==> config.mk <==
export PLATFORM = sky130hd
export DESIGN_NAME = iodba_mean
export DESIGN_NICKNAME = d
export VERILOG_FILES = /design/src/rtl/iodba_pkg.sv /design/src/rtl/iodba_mean.sv
export SDC_FILE = /design/constraint.sdc
export NUM_CORES = 2
export LEC_CHECK = 0
export ABC_AREA = 1
export BUFFER_PORTS_ARGS = -buffer_cell sky130_fd_sc_hd__buf_4
export CAP_MARGIN = 20
export CORE_ASPECT_RATIO = 1.75
export CORE_MARGIN = 10
export CORE_UTILIZATION = 45
export DETAILED_ROUTE_END_ITERATION = 8
export PLACE_DENSITY = 0.69
export SLEW_MARGIN = 40
export SYNTH_ARGS = -nofsm -noshare
export SYNTH_HDL_FRONTEND = slang
export SYNTH_SLANG_ARGS = --single-unit
==> constraint.sdc <==
create_clock -name i_clk -period 12.1 [get_ports i_clk]
set_clock_uncertainty 0.2 [all_clocks]
set_input_delay 2.42 -clock i_clk [delete_from_list [all_inputs] [get_ports i_clk]]
set_output_delay 2.42 -clock i_clk [all_outputs]
set_load 0.005 [all_outputs]
==> src/rtl/iodba_pkg.sv <==
`timescale 1ns / 1ps
// Shared constants, types and register codes for the IMU offset/deadband/average block.
package iodba_pkg;

    localparam int AXES        = 6;
    localparam int ACC_AXES    = 3;
    localparam int WINDOW      = 7;
    localparam int CAL_SAMPLES = 10;
    localparam int ONE_G       = 256;

    localparam int ACC_W      = 10;
    localparam int RATE_W     = 16;
    localparam int OUT_W      = 29;
    localparam int GAIN_W     = 20;
    localparam int THR_W      = 28;
    localparam int CFG_ADDR_W = 2;
    localparam int CFG_DATA_W = 28;
    localparam int FRAC_W     = 8;

    localparam int IN_TDATA_W  = ((ACC_AXES * ACC_W + (AXES - ACC_AXES) * RATE_W + 7) / 8) * 8;
    localparam int OUT_TDATA_W = ((AXES * OUT_W + 7) / 8) * 8;

    // Calibration accumulator and its constant divider (exact reciprocal multiply).
    localparam int CNT_W       = $clog2(CAL_SAMPLES + 1);
    localparam int CAL_SUM_W   = RATE_W + $clog2(CAL_SAMPLES);
    localparam int CAL_SHIFT   = CAL_SUM_W + $clog2(CAL_SAMPLES);
    localparam int CAL_RECIP_W = CAL_SUM_W + 2;
    localparam logic [63:0] CAL_RECIP =
        ((64'd1 << CAL_SHIFT) + 64'(CAL_SAMPLES - 1)) / 64'(CAL_SAMPLES);

    localparam int OFS_W    = RATE_W + 1;
    localparam int DIFF_W   = RATE_W + 2;
    localparam int PROD_W   = DIFF_W + GAIN_W + 1;
    localparam int SCALED_W = PROD_W - FRAC_W;

    // Window sum and its constant divider.
    localparam int WSUM_W      = OUT_W + $clog2(WINDOW);
    localparam int WIN_SHIFT   = WSUM_W + $clog2(WINDOW);
    localparam int WIN_RECIP_W = WSUM_W + 2;
    localparam logic [63:0] WIN_RECIP =
        ((64'd1 << WIN_SHIFT) + 64'(WINDOW - 1)) / 64'(WINDOW);

    // Raw axis order: accel x, y, z, gyro x, y, z.
    localparam int AXIS_ACC_Z  = 2;
    localparam int AXIS_RATE_X = 3;
    localparam int AXIS_RATE_Y = 4;
    localparam int AXIS_RATE_Z = 5;

    // Output lane to raw axis; the gyro x and y axes trade places.
    localparam int SRC_AXIS [AXES] = '{0, 1, AXIS_ACC_Z, AXIS_RATE_Y, AXIS_RATE_X, AXIS_RATE_Z};

    localparam logic [CFG_ADDR_W-1:0] REG_ACC_GAIN  = 2'd0;
    localparam logic [CFG_ADDR_W-1:0] REG_RATE_GAIN = 2'd1;
    localparam logic [CFG_ADDR_W-1:0] REG_ACC_THR   = 2'd2;
    localparam logic [CFG_ADDR_W-1:0] REG_RATE_THR  = 2'd3;

    localparam logic [GAIN_W-1:0] GAIN_RST = 20'd65536;
    localparam logic [THR_W-1:0]  THR_RST  = '0;

    typedef logic signed [RATE_W-1:0]    t_raw;
    typedef logic signed [OFS_W-1:0]     t_ofs;
    typedef logic signed [CAL_SUM_W-1:0] t_csum;
    typedef logic signed [OUT_W-1:0]     t_val;
    typedef logic signed [WSUM_W-1:0]    t_wsum;

    typedef struct packed {
        logic done;
        logic busy;
    } t_cal_status;

endpackage

==> src/rtl/iodba_mean.sv <==
`timescale 1ns / 1ps
// Window mean: divides each window sum by the window length toward zero, registered.
module iodba_mean (
    input  logic              i_clk,
    input  logic              i_load,
    input  iodba_pkg::t_wsum  i_sum  [iodba_pkg::AXES],
    output iodba_pkg::t_val   o_mean [iodba_pkg::AXES]
);

    localparam int WSUM_W = iodba_pkg::WSUM_W;
    localparam int RCP_W  = iodba_pkg::WIN_RECIP_W;
    localparam int OUT_W  = iodba_pkg::OUT_W;
    localparam logic [RCP_W-1:0] RECIP = RCP_W'(iodba_pkg::WIN_RECIP);

    logic [WSUM_W-1:0]       mag  [iodba_pkg::AXES];
    logic [WSUM_W+RCP_W-1:0] prod [iodba_pkg::AXES];
    logic [OUT_W-1:0]        quo  [iodba_pkg::AXES];
    iodba_pkg::t_val         r_mean [iodba_pkg::AXES];
    iodba_pkg::t_val         n_mean [iodba_pkg::AXES];

    // The mean of in-range samples is itself in range, so no clamp is needed.
    always_comb begin
        for (int a = 0; a < iodba_pkg::AXES; a++) begin
            mag[a]    = i_sum[a][WSUM_W-1] ? WSUM_W'(-i_sum[a]) : WSUM_W'(i_sum[a]);
            prod[a]   = mag[a] * RECIP;
            quo[a]    = OUT_W'(prod[a] >> iodba_pkg::WIN_SHIFT);
            n_mean[a] = i_sum[a][WSUM_W-1] ? -signed'(quo[a]) : signed'(quo[a]);
        end
    end

    always_ff @(posedge i_clk) begin
        if (i_load) begin
            r_mean <= n_mean;
        end
    end

    assign o_mean = r_mean;

endmodule

==> flow_summary.json <==
{
  "cts-hold-fix-buffers": 0,
  "ys_seq_area_share_pct": 5.901,
  "firstDrtPassIters": 7,
  "cts_root_buf": "clkbuf_16",
  "syn-cell-area_mm2": 0.08854,
  "synth_top_flop_cell": "edfxtp_1",
  "syn_area_per_cell_um2": 7.292,
  "timing.final.setup_violations": 0,
  "start_util_pct": 45.21,
  "critPathKind": "input port to flop",
  "hold_path.class": "input port to flop",
  "critPathRequiredTime_ps": 12260,
  "fin_tns_setup_ps": 0,
  "portBuffers": 367,
  "finalHoldViolations": 0,
  "drcViolationCount": 0,
  "critPathLaunch": "i_sum[0]",
  "wire_per_inst_um": 21.54,
  "status": "complete, no violations",
  "cts_setup_buffers": 0,
  "most-common-layout-cells": "inv_1, nand2_1, ha_1",
  "cts_tree": "yes",
  "worst_slew_pin_slew_ps": 947.6,
  "vias": 79776,
  "overflow": 0,
  "clk_pin_slew_ps": 110,
  "fin_crit_sh_pct": 95.11,
  "grt_max_degree": 107,
  "yosysWarnings": 0,
  "async_flop_share_pct": 0,
  "fin_nets": 15625,
  "worst-path-max-fanout": 9,
  "slowest_stage": "fa_1",
  "post-route-min-period_ps": 11510,
  "start_kind": "input port",
  "fillers": 20028,
  "critPathCaptureType": "flop",
  "multi_input_area_mm2": 0.07171,
  "endpoint": "o_mean[15]",
  "cts_buffers": 25,
  "cts_max_level": 4,
  "dieArea_mm2": 0.2156,
  "cts_num_sinks": 174,
  "timing.max_cap.violations": 0,
  "viasPerCell": 5.223,
  "drive_gt1_share_pct": 6.482,
  "hpwlAfterDp_mm": 296.9,
  "synthCells": 12142,
  "placementRows": 215,
  "largest_reg_flops": 174,
  "critical_path_arrival_ps": 11670,
  "final_antenna_net_count": 0,
  "cts_buffer_depth": 3,
  "die_w_um": 355.3,
  "grt.total_usage_pct": 30.51,
  "rsz0062_at_grt": "no",
  "max_freq_mhz": 86.89,
  "routed_wl_mm": 329.0,
  "layout_commonest_cell": "inv_1",
  "fp.dieH_um": 606.8,
  "grt_pass1_wl_mm": 496.3,
  "grt_pass1_vias": 86326,
  "area_growth_pct": 8.905,
  "place.gp.congestion": 1.093,
  "syn_nets": 15108,
  "antenna_found_initial": 11,
  "io_pins": 368,
  "slew_viol_final": 0,
  "drt_iter0_drc": 4061,
  "ff_latch_area_mm2": 0.005225,
  "core_area_mm2": 0.1958,
  "cts_resized": 0,
  "slew_headroom_pct": 36.16,
  "yosysUniqueCellTypes": 61,
  "synth-edff-count": 174,
  "max_stage_delay_ps": 640,
  "synth_seq_cells": 174
}
## worst max-delay path: cells and delay by family
family	cells	cell delay [ps]
fa+ha+maj	9	3900
xor+xnor	1	570
simple gates	16	2330
compound gates	7	1840
buf+inv	6	590
## layout make-up
| type | instances | share of cell area (%) |
|---|---|---|
| Multi-Input combinational cell | 8879 | 74.37 |
| Inverter | 3042 | 11.84 |
| Sequential cell | 174 | 5.419 |
| Timing Repair Buffer | 537 | 4.214 |
| Tap cell | 2604 | 3.379 |
| Clock buffer | 25 | 0.6488 |
| Clock inverter | 8 | 0.1194 |
| Antenna cell | 4 | 0.01038 |
## metrics by stage
step           utilization (%)  cells  worst slack (ps)  area (um^2)  hold WS [ps]
3_3_place_gp             48.84  15236             368.9        95660          2618
6_report                 49.24  15273             591.7        96430          2156
2_1_floorplan                -  12142              1853        88540          2333
5_1_grt                  49.24  15271             215.6        96420          2169
3_5_place_dp             48.85  15236             279.6        95660          2619
4_1_cts                  49.23  15269             869.8        96400          2153
## synthesized netlist by cell type, types with 3 or more instances
cell type	instances	area share, %
edfxtp_1	174	5.9
a21oi_1	522	3.0
nor2_4	5	0.064
a21o_1	23	0.20
or2_1	5	0.035
o21a_1	19	0.16
buf_6	4	0.051
inv_1	3007	13
nor3_4	3	0.055
nand2_2	55	0.39
or2_2	7	0.049
o21ai_2	10	0.099
xnor2_2	3	0.055
xnor2_1	105	1.0
o31ai_1	13	0.11
nor3_2	20	0.23
nand3_2	18	0.20
nand3b_1	36	0.31
buf_2	3	0.017
nor2_2	66	0.47
and3_1	6	0.042
nand2_1	2614	11
nand4_1	170	1.2
xor2_4	4	0.12
fa_1	1116	25
o21bai_2	4	0.051
nand3_1	465	2.6
xor2_2	3	0.055
o21ai_1	28	0.16
o21bai_1	66	0.56
o21ai_0	346	2.0
buf_1	5	0.021
o211ai_1	6	0.051
xor2_1	202	2.0
ha_1	1656	23
nor3_1	115	0.65
nor4_1	31	0.22
clkbuf_1	35	0.15
nor2_1	1080	4.6
a211oi_1	3	0.025
inv_2	33	0.14
and2_1	9	0.064
a21boi_0	8	0.068
a31oi_1	11	0.078
nand2_4	7	0.089
## per-layer routing
metal  GRT usage, %  wire (um)  share of wire, %  vias up
li1               -          -                 -    38664
met5              0         29            0.0088        -
met1          27.88     106300                32    37728
met2          58.32     173600                53     2286
met4          26.58      35280                11        4
met3          4.077      13900               4.2     1094
## kinds of logic after synthesis
group	after synthesis	share of synthesized area, %
and+or+nand+nor	4716	22.41
buffers and inverters	3089	13.14
adders and majority gates	2772	48.63
AOI/OAI and AO/OA	1074	6.653
xor gates and xnor gates	317	3.271
DFF	174	5.901
## how the worst min path moves through the flow
stage	startpoint	end	slack, ps	depth (start not counted)
global placement	o_mean[25]	o_mean[25]	2620	1
detailed placement	o_mean[135]	o_mean[135]	2620	1
global route	i_load	o_mean[160]	2170	1
finish	i_load	o_mean[160]	2160	1
floorplan	i_load	o_mean[0]	2330	0
CTS	i_load	o_mean[160]	2150	1
Power is not shown: default switching activity piles up to over one toggle a cycle in this logic, so the estimate is an artifact.
