==> src/rtl/iodba_pkg.sv <==
`timescale 1ns / 1ps
// Shared constants, types and register codes for the IMU offset/deadband/average block.
package iodba_pkg;

    localparam int AXES        = 6;
    localparam int ACC_AXES    = 3;
    localparam int WINDOW      = 7;
    localparam int CAL_SAMPLES = 10;
    localparam int ONE_G       = 256;

    localparam int ACC_W      = 10;
    localparam int RATE_W     = 16;
    localparam int OUT_W      = 29;
    localparam int GAIN_W     = 20;
    localparam int THR_W      = 28;
    localparam int CFG_ADDR_W = 2;
    localparam int CFG_DATA_W = 28;
    localparam int FRAC_W     = 8;

    localparam int IN_TDATA_W  = ((ACC_AXES * ACC_W + (AXES - ACC_AXES) * RATE_W + 7) / 8) * 8;
    localparam int OUT_TDATA_W = ((AXES * OUT_W + 7) / 8) * 8;

    // Calibration accumulator and its constant divider (exact reciprocal multiply).
    localparam int CNT_W       = $clog2(CAL_SAMPLES + 1);
    localparam int CAL_SUM_W   = RATE_W + $clog2(CAL_SAMPLES);
    localparam int CAL_SHIFT   = CAL_SUM_W + $clog2(CAL_SAMPLES);
    localparam int CAL_RECIP_W = CAL_SUM_W + 2;
    localparam logic [63:0] CAL_RECIP =
        ((64'd1 << CAL_SHIFT) + 64'(CAL_SAMPLES - 1)) / 64'(CAL_SAMPLES);

    localparam int OFS_W    = RATE_W + 1;
    localparam int DIFF_W   = RATE_W + 2;
    localparam int PROD_W   = DIFF_W + GAIN_W + 1;
    localparam int SCALED_W = PROD_W - FRAC_W;

    // Window sum and its constant divider.
    localparam int WSUM_W      = OUT_W + $clog2(WINDOW);
    localparam int WIN_SHIFT   = WSUM_W + $clog2(WINDOW);
    localparam int WIN_RECIP_W = WSUM_W + 2;
    localparam logic [63:0] WIN_RECIP =
        ((64'd1 << WIN_SHIFT) + 64'(WINDOW - 1)) / 64'(WINDOW);

    // Raw axis order: accel x, y, z, gyro x, y, z.
    localparam int AXIS_ACC_Z  = 2;
    localparam int AXIS_RATE_X = 3;
    localparam int AXIS_RATE_Y = 4;
    localparam int AXIS_RATE_Z = 5;

    // Output lane to raw axis; the gyro x and y axes trade places.
    localparam int SRC_AXIS [AXES] = '{0, 1, AXIS_ACC_Z, AXIS_RATE_Y, AXIS_RATE_X, AXIS_RATE_Z};

    localparam logic [CFG_ADDR_W-1:0] REG_ACC_GAIN  = 2'd0;
    localparam logic [CFG_ADDR_W-1:0] REG_RATE_GAIN = 2'd1;
    localparam logic [CFG_ADDR_W-1:0] REG_ACC_THR   = 2'd2;
    localparam logic [CFG_ADDR_W-1:0] REG_RATE_THR  = 2'd3;

    localparam logic [GAIN_W-1:0] GAIN_RST = 20'd65536;
    localparam logic [THR_W-1:0]  THR_RST  = '0;

    typedef logic signed [RATE_W-1:0]    t_raw;
    typedef logic signed [OFS_W-1:0]     t_ofs;
    typedef logic signed [CAL_SUM_W-1:0] t_csum;
    typedef logic signed [OUT_W-1:0]     t_val;
    typedef logic signed [WSUM_W-1:0]    t_wsum;

    typedef struct packed {
        logic done;
        logic busy;
    } t_cal_status;

endpackage

==> src/rtl/iodba_window.sv <==
`timescale 1ns / 1ps
// Per-axis history shift line with a running window sum.
module iodba_window (
    input  logic              i_clk,
    input  logic              i_rst_n,
    input  logic              i_shift,
    input  iodba_pkg::t_val   i_val [iodba_pkg::AXES],
    output iodba_pkg::t_wsum  o_sum [iodba_pkg::AXES]
);

    localparam int WSUM_W = iodba_pkg::WSUM_W;

    iodba_pkg::t_val   r_hist [iodba_pkg::WINDOW][iodba_pkg::AXES];
    iodba_pkg::t_wsum  r_sum  [iodba_pkg::AXES];
    iodba_pkg::t_wsum  n_sum  [iodba_pkg::AXES];

    // The new sample enters and the oldest one drops out of the sum.
    always_comb begin
        for (int a = 0; a < iodba_pkg::AXES; a++) begin
            n_sum[a] = r_sum[a] + WSUM_W'(i_val[a])
                     - WSUM_W'(r_hist[iodba_pkg::WINDOW-1][a]);
        end
    end

    always_ff @(posedge i_clk) begin
        if (!i_rst_n) begin
            for (int a = 0; a < iodba_pkg::AXES; a++) begin
                r_sum[a] <= '0;
                for (int k = 0; k < iodba_pkg::WINDOW; k++) begin
                    r_hist[k][a] <= '0;
                end
            end
        end else if (i_shift) begin
            r_sum <= n_sum;
            for (int a = 0; a < iodba_pkg::AXES; a++) begin
                r_hist[0][a] <= i_val[a];
                for (int k = 1; k < iodba_pkg::WINDOW; k++) begin
                    r_hist[k][a] <= r_hist[k-1][a];
                end
            end
        end
    end

    assign o_sum = r_sum;

endmodule

==> config.mk <==
export PLATFORM = sky130hd
export DESIGN_NAME = iodba_window
export DESIGN_NICKNAME = d
export VERILOG_FILES = /design/src/rtl/iodba_pkg.sv /design/src/rtl/iodba_window.sv
export SDC_FILE = /design/constraint.sdc
export NUM_CORES = 2
export LEC_CHECK = 0
export BUFFER_PORTS_ARGS = -buffer_cell sky130_fd_sc_hd__buf_2
export CAP_MARGIN = 5
export CORE_MARGIN = 4
export CORE_UTILIZATION = 40
export CTS_CLUSTER_SIZE = 8
export DETAILED_ROUTE_END_ITERATION = 7
export GPL_ROUTABILITY_DRIVEN = 1
export MAX_ROUTING_LAYER = met4
export PLACE_DENSITY = 0.63
export SYNTH_ARGS = -nofsm -noshare
export SYNTH_HDL_FRONTEND = slang
export SYNTH_SLANG_ARGS = --single-unit
==> constraint.sdc <==
create_clock -name i_clk -period 44.2 [get_ports i_clk]
set_clock_uncertainty 0.2 [all_clocks]
set_input_delay 8.84 -clock i_clk [delete_from_list [all_inputs] [get_ports i_clk]]
set_output_delay 8.84 -clock i_clk [all_outputs]
set_load 0.01 [all_outputs]
==> results.md <==
Critical path:
- The setup check on the worst reg-to-reg path leaves a slack of 39.78 ns.
- The launch point of the critical path is i_rst_n.
- The kind of start point of the critical path is a primary input.
- The endpoint of the lowest-slack register-to-register path is o_sum[63]$_SDFFE_PN0P_.
- The type of the worst setup path is primary input to register.
- The worst path arrival time is 14.20 ns.
- The number of cells on the worst reg-to-reg path is 13.
- Of all nets on the critical path, the largest fanout is 162.
- For the worst setup path, the data required time is 44.42 ns.
- The launching point of the worst reg2reg path is o_sum[33]$_SDFFE_PN0P_.
- STA classifies the critical path endpoint as a register.

Detailed routing:
- The routed wirelength normalized by instance count is 18.0 um.
- The number of search-and-repair iterations in the first detailed-routing pass is 5.
- The ratio of routed vias to standard cells is 5.04.
- The final route contains 42341 vias.
- The overall routed net length is 151 mm.
- The residual DRC count is 0.
- For this block, the initial DRC count from the detailed router was 3060.
- The detail route stage leaves a number of antenna-violating nets equal to 0.

Logic synthesis:
- The fraction of registers with async set/reset is 0%.
- Yosys printed 0 warnings.
- The mean instance size in the synthesized netlist is 11.5 um2.
- The main flop type after synthesis is edfxtp_1.
- Synthesis handed over a netlist of 5772 instances.
- The synthesis-stage register bit count is 1410.
- The number of enable flip-flop cells after synthesis is 986.
- Counting distinct cell types in the post-synthesis netlist gives 77.
- The sequential area share after synthesis is 57.4%.
- The post-synthesis net count is 6333.
- The area of the mapped netlist is 66400 um2.

STA:
- For the final routed database, the setup TNS stands at 0 ns.
- The setup violation total in the final timing report is 0.
- The maximum achievable frequency is 71.5 MHz.
- The count of final hold-check violations is 0.
- Setup repair after global routing left no endpoint under its margin.
- The final critical path takes up 31.6% of the cycle.
- The headroom to the max-slew limit is 22.9%.
- The slew at the pin closest to its max-slew limit is 1.16 ns.
- The final critical delay including setup and external delays is 13.98 ns.
- The final number of max-transition violations is 0.

Clock tree:
- Gates resized during post-CTS repair numbered 0.
- The maximum count of clock buffers along a single path is 3.
- The later pin in the worst-skew pair is clocked with a latency of 0.83 ns.
- The number of sinks driven by the clock tree is 1410.
- After clock tree synthesis, the clock-pin slew on the worst setup and hold paths is 0.05 ns.
- For this design, the CTS-stage hold fixing added 0 buffers.
- The clock tree from TritonCTS is done.
- Buffers added to address setup during post-CTS repair amount to 0.
- Clock tree synthesis selected as its root buffer the cell clkbuf_16.
- The number of levels in the clock H-tree is 4.
- The clock buffer count from CTS is 196.

Global routing:
- The overflow left after global routing is 0.
- The first global-routing pass estimated 237 mm of wire.
- The largest net degree at the start of global routing is 202.
- The met1 track demand over resource in global routing is 23.6%.
- The met3 global-route usage is 2.97%.
- The initial antenna violation count is 5.
- The most utilized layer in the global route result is met2.
- The global router's overall resource usage is 17.7%.
- For met2 alone, demand over resource in global routing was 27.0%.
- The via count of the first global-routing pass is 41878.

Floorplanning:
- The region available for standard cell placement spans 165000 um2.
- The die height is 415 um.
- 369 I/O pins were placed.
- The die width is 415 um.
- The floorplan step defined a die boundary enclosing 173000 um2.
- The initial standard-cell utilization of the core is 40.2%.
- The number of rows created at floorplan is 149.

Flow run:
- Max-cap violations in this run came to 0.

Worst hold path:
- The tightest min-delay check is of the register to register type.
- The origin of the worst min-delay path is o_sum[63]$_SDFFE_PN0P_.
- Along the worst hold path, the cell count comes to 2.
- For hold timing, the worst endpoint is o_sum[63]$_SDFFE_PN0P_.

Power and ir drop:
- For this design the static power due to leakage is 0.0360 uW.
- The power per cell area is 61.1 nW/um2.
- IR analysis of the VDD net gives a maximum drop of 0.0329 mV.

Placement:
- The count of buffers from port buffering is 368.
- The total placed instance area is 70100 um2.
- Summed over all nets, the half-perimeter wirelength after detailed placement is 99.1 mm.
- Routability-driven placement finished with a final weighted congestion of 0.894.

Final layout:
- Counting the fill cells in the layout gives 15084.
- Compared with the post-synthesis result, the final layout area differs by 14.4%.
- The net count of the finished layout is 6607.
- After routing the design area is 76000 um2.
- Of the cells placed in the final design, the portion with a size suffix greater than 1 is 10.4%.

Run status:
- The flow ran to the end, and the final reports show no timing, DRC or antenna violations.
[cells in the final DEF (no fill, tap or decap), types with 5 or more instances in the layout]
cell type  instances
mux2i_1          297
nor2_1           561
o31ai_1            9
clkinv_16          9
nand3b_1           5
nand3_1           41
inv_1            764
and2_1             8
o21ai_0          111
buf_2            366
clkbuf_16        198
nand4_1           16
edfxtp_1         986
o31a_1            12
xnor2_1           77
a31oi_1           26
a211o_1            9
o2111ai_1          6
o22ai_1           72
fa_1             186
o21bai_1          20
ha_1             198
a21o_1           108
nand2_1          115
o211ai_1          12
nand2b_1          25
nor2b_1           26
and3_1           870
a21oi_1          183
o21a_1            32
or3_1              6
clkbuf_1         136
a211oi_1          37
nor3_1            27
a21boi_0           5
dfxtp_1          424
xor2_1            74
buf_4             32
[cells by family (layout without fill, tap and decap cells)]
kind of cell | Yosys count | in the layout | share of synthesized area (%)
simple gates | 1731 | 1731 | 13.7
compound gates | 702 | 702 | 6.87
other cells | 0 | 3 | 0
mux | 299 | 299 | 4.51
fa+ha+maj | 384 | 384 | 9.34
buf+inv | 1095 | 1527 | 6.19
flops | 1410 | 1410 | 57.4
xor+xnor | 151 | 151 | 1.99
[metal layers]
layer | wire (um) | vias to the layer above
met5 | 0 | -
met4 | 6050 | 0
li1 | - | 20616
met3 | 5800 | 263
met2 | 69700 | 787
met1 | 69500 | 20675
[synthesized netlist by cell type (5+ instances only)]
cell type,instances,share of area (%)
o2111ai_1,6,0.079
edfxtp_1,986,45
mux2i_1,297,4.5
xor2_1,74,0.98
o21bai_1,20,0.23
o211ai_1,12,0.14
and2_1,8,0.075
nand3_1,41,0.31
nand2_1,116,0.66
o21ai_0,111,0.84
a31oi_1,26,0.24
o22ai_1,72,0.68
dfxtp_1,424,13
inv_1,767,4.3
buf_1,28,0.16
nand4_1,16,0.15
a211oi_1,37,0.42
ha_1,198,3.7
nand3b_1,5,0.057
nor2_1,563,3.2
nor3_1,27,0.20
a21boi_0,5,0.057
a211o_1,9,0.12
fa_1,186,5.6
a21o_1,108,1.2
o31a_1,12,0.16
or3_1,6,0.057
nor2b_1,26,0.24
nand2b_1,25,0.24
a21oi_1,183,1.4
o31ai_1,9,0.10
o21a_1,32,0.36
xnor2_1,77,1.0
clkbuf_1,299,1.7
and3_1,870,8.2
[registers in the layout, indices dropped and copies added (netlist names)]
name / cells
r_hist: 1218
o_sum: 192
[per-stage QoR]
| stage | hold WS, ns | utilization [%] | cells | worst slack (ns) | power (uW) |
|---|---|---|---|---|---|
| after floorplan | 0.252 | - | 5772 | 5.06 | 2860 |
| after global placement | 0.255 | 42.5 | 8037 | 29.30 | 3220 |
| after detailed placement | 0.260 | 42.5 | 8037 | 29.20 | 3250 |
| after CTS | 0.265 | 46.0 | 8393 | 30.09 | 4680 |
| after global routing | 0.276 | 46.1 | 8396 | 29.75 | 4940 |
| final | 0.267 | 46.1 | 8396 | 30.22 | 4640 |
[critical path, stage by stage]
cell and delay (ns):
buf_8 0.18, inv_8 0.57, nor2_4 0.28, inv_8 0.65, buf_12 0.61, buf_4 0.84
buf_4 0.77, buf_4 0.99
[power breakdown]
part           internal, uW  switching (uW)  total [uW]
sequential             1550            86.2        1640
clock                   842             571        1410
combinational           649             938        1590
total                  3050            1590        4640
[layout make-up]
| class | instances | area [um2] | area share, % |
|---|---|---|---|
| multi-input combinational | 3267 | 24200 | 31.9 |
| clock buffer | 337 | 5510 | 7.25 |
| antenna | 3 | 7.51 | 0.00988 |
| inverter | 767 | 2900 | 3.81 |
| sequential | 1410 | 38100 | 50.1 |
| tap | 2189 | 2740 | 3.60 |
| clock inverter | 19 | 345 | 0.454 |
| timing repair buffer | 404 | 2180 | 2.87 |
[how the worst max path moves through the flow]
stage / end / cells after the start / slack, ns
6_report: r_hist[6][25]$_SDFFCE_PN0P_ / 8 / 30.22
3_5_place_dp: r_hist[4][30]$_SDFFCE_PN0P_ / 8 / 29.20
5_1_grt: r_hist[5][24]$_SDFFCE_PN0P_ / 8 / 29.75
4_1_cts: r_hist[6][25]$_SDFFCE_PN0P_ / 8 / 30.09
2_1_floorplan: o_sum[118]$_SDFFE_PN0P_ / 5 / 5.06
3_3_place_gp: r_hist[0][30]$_SDFFCE_PN0P_ / 8 / 29.30
Power figures use the tool's default switching activity.
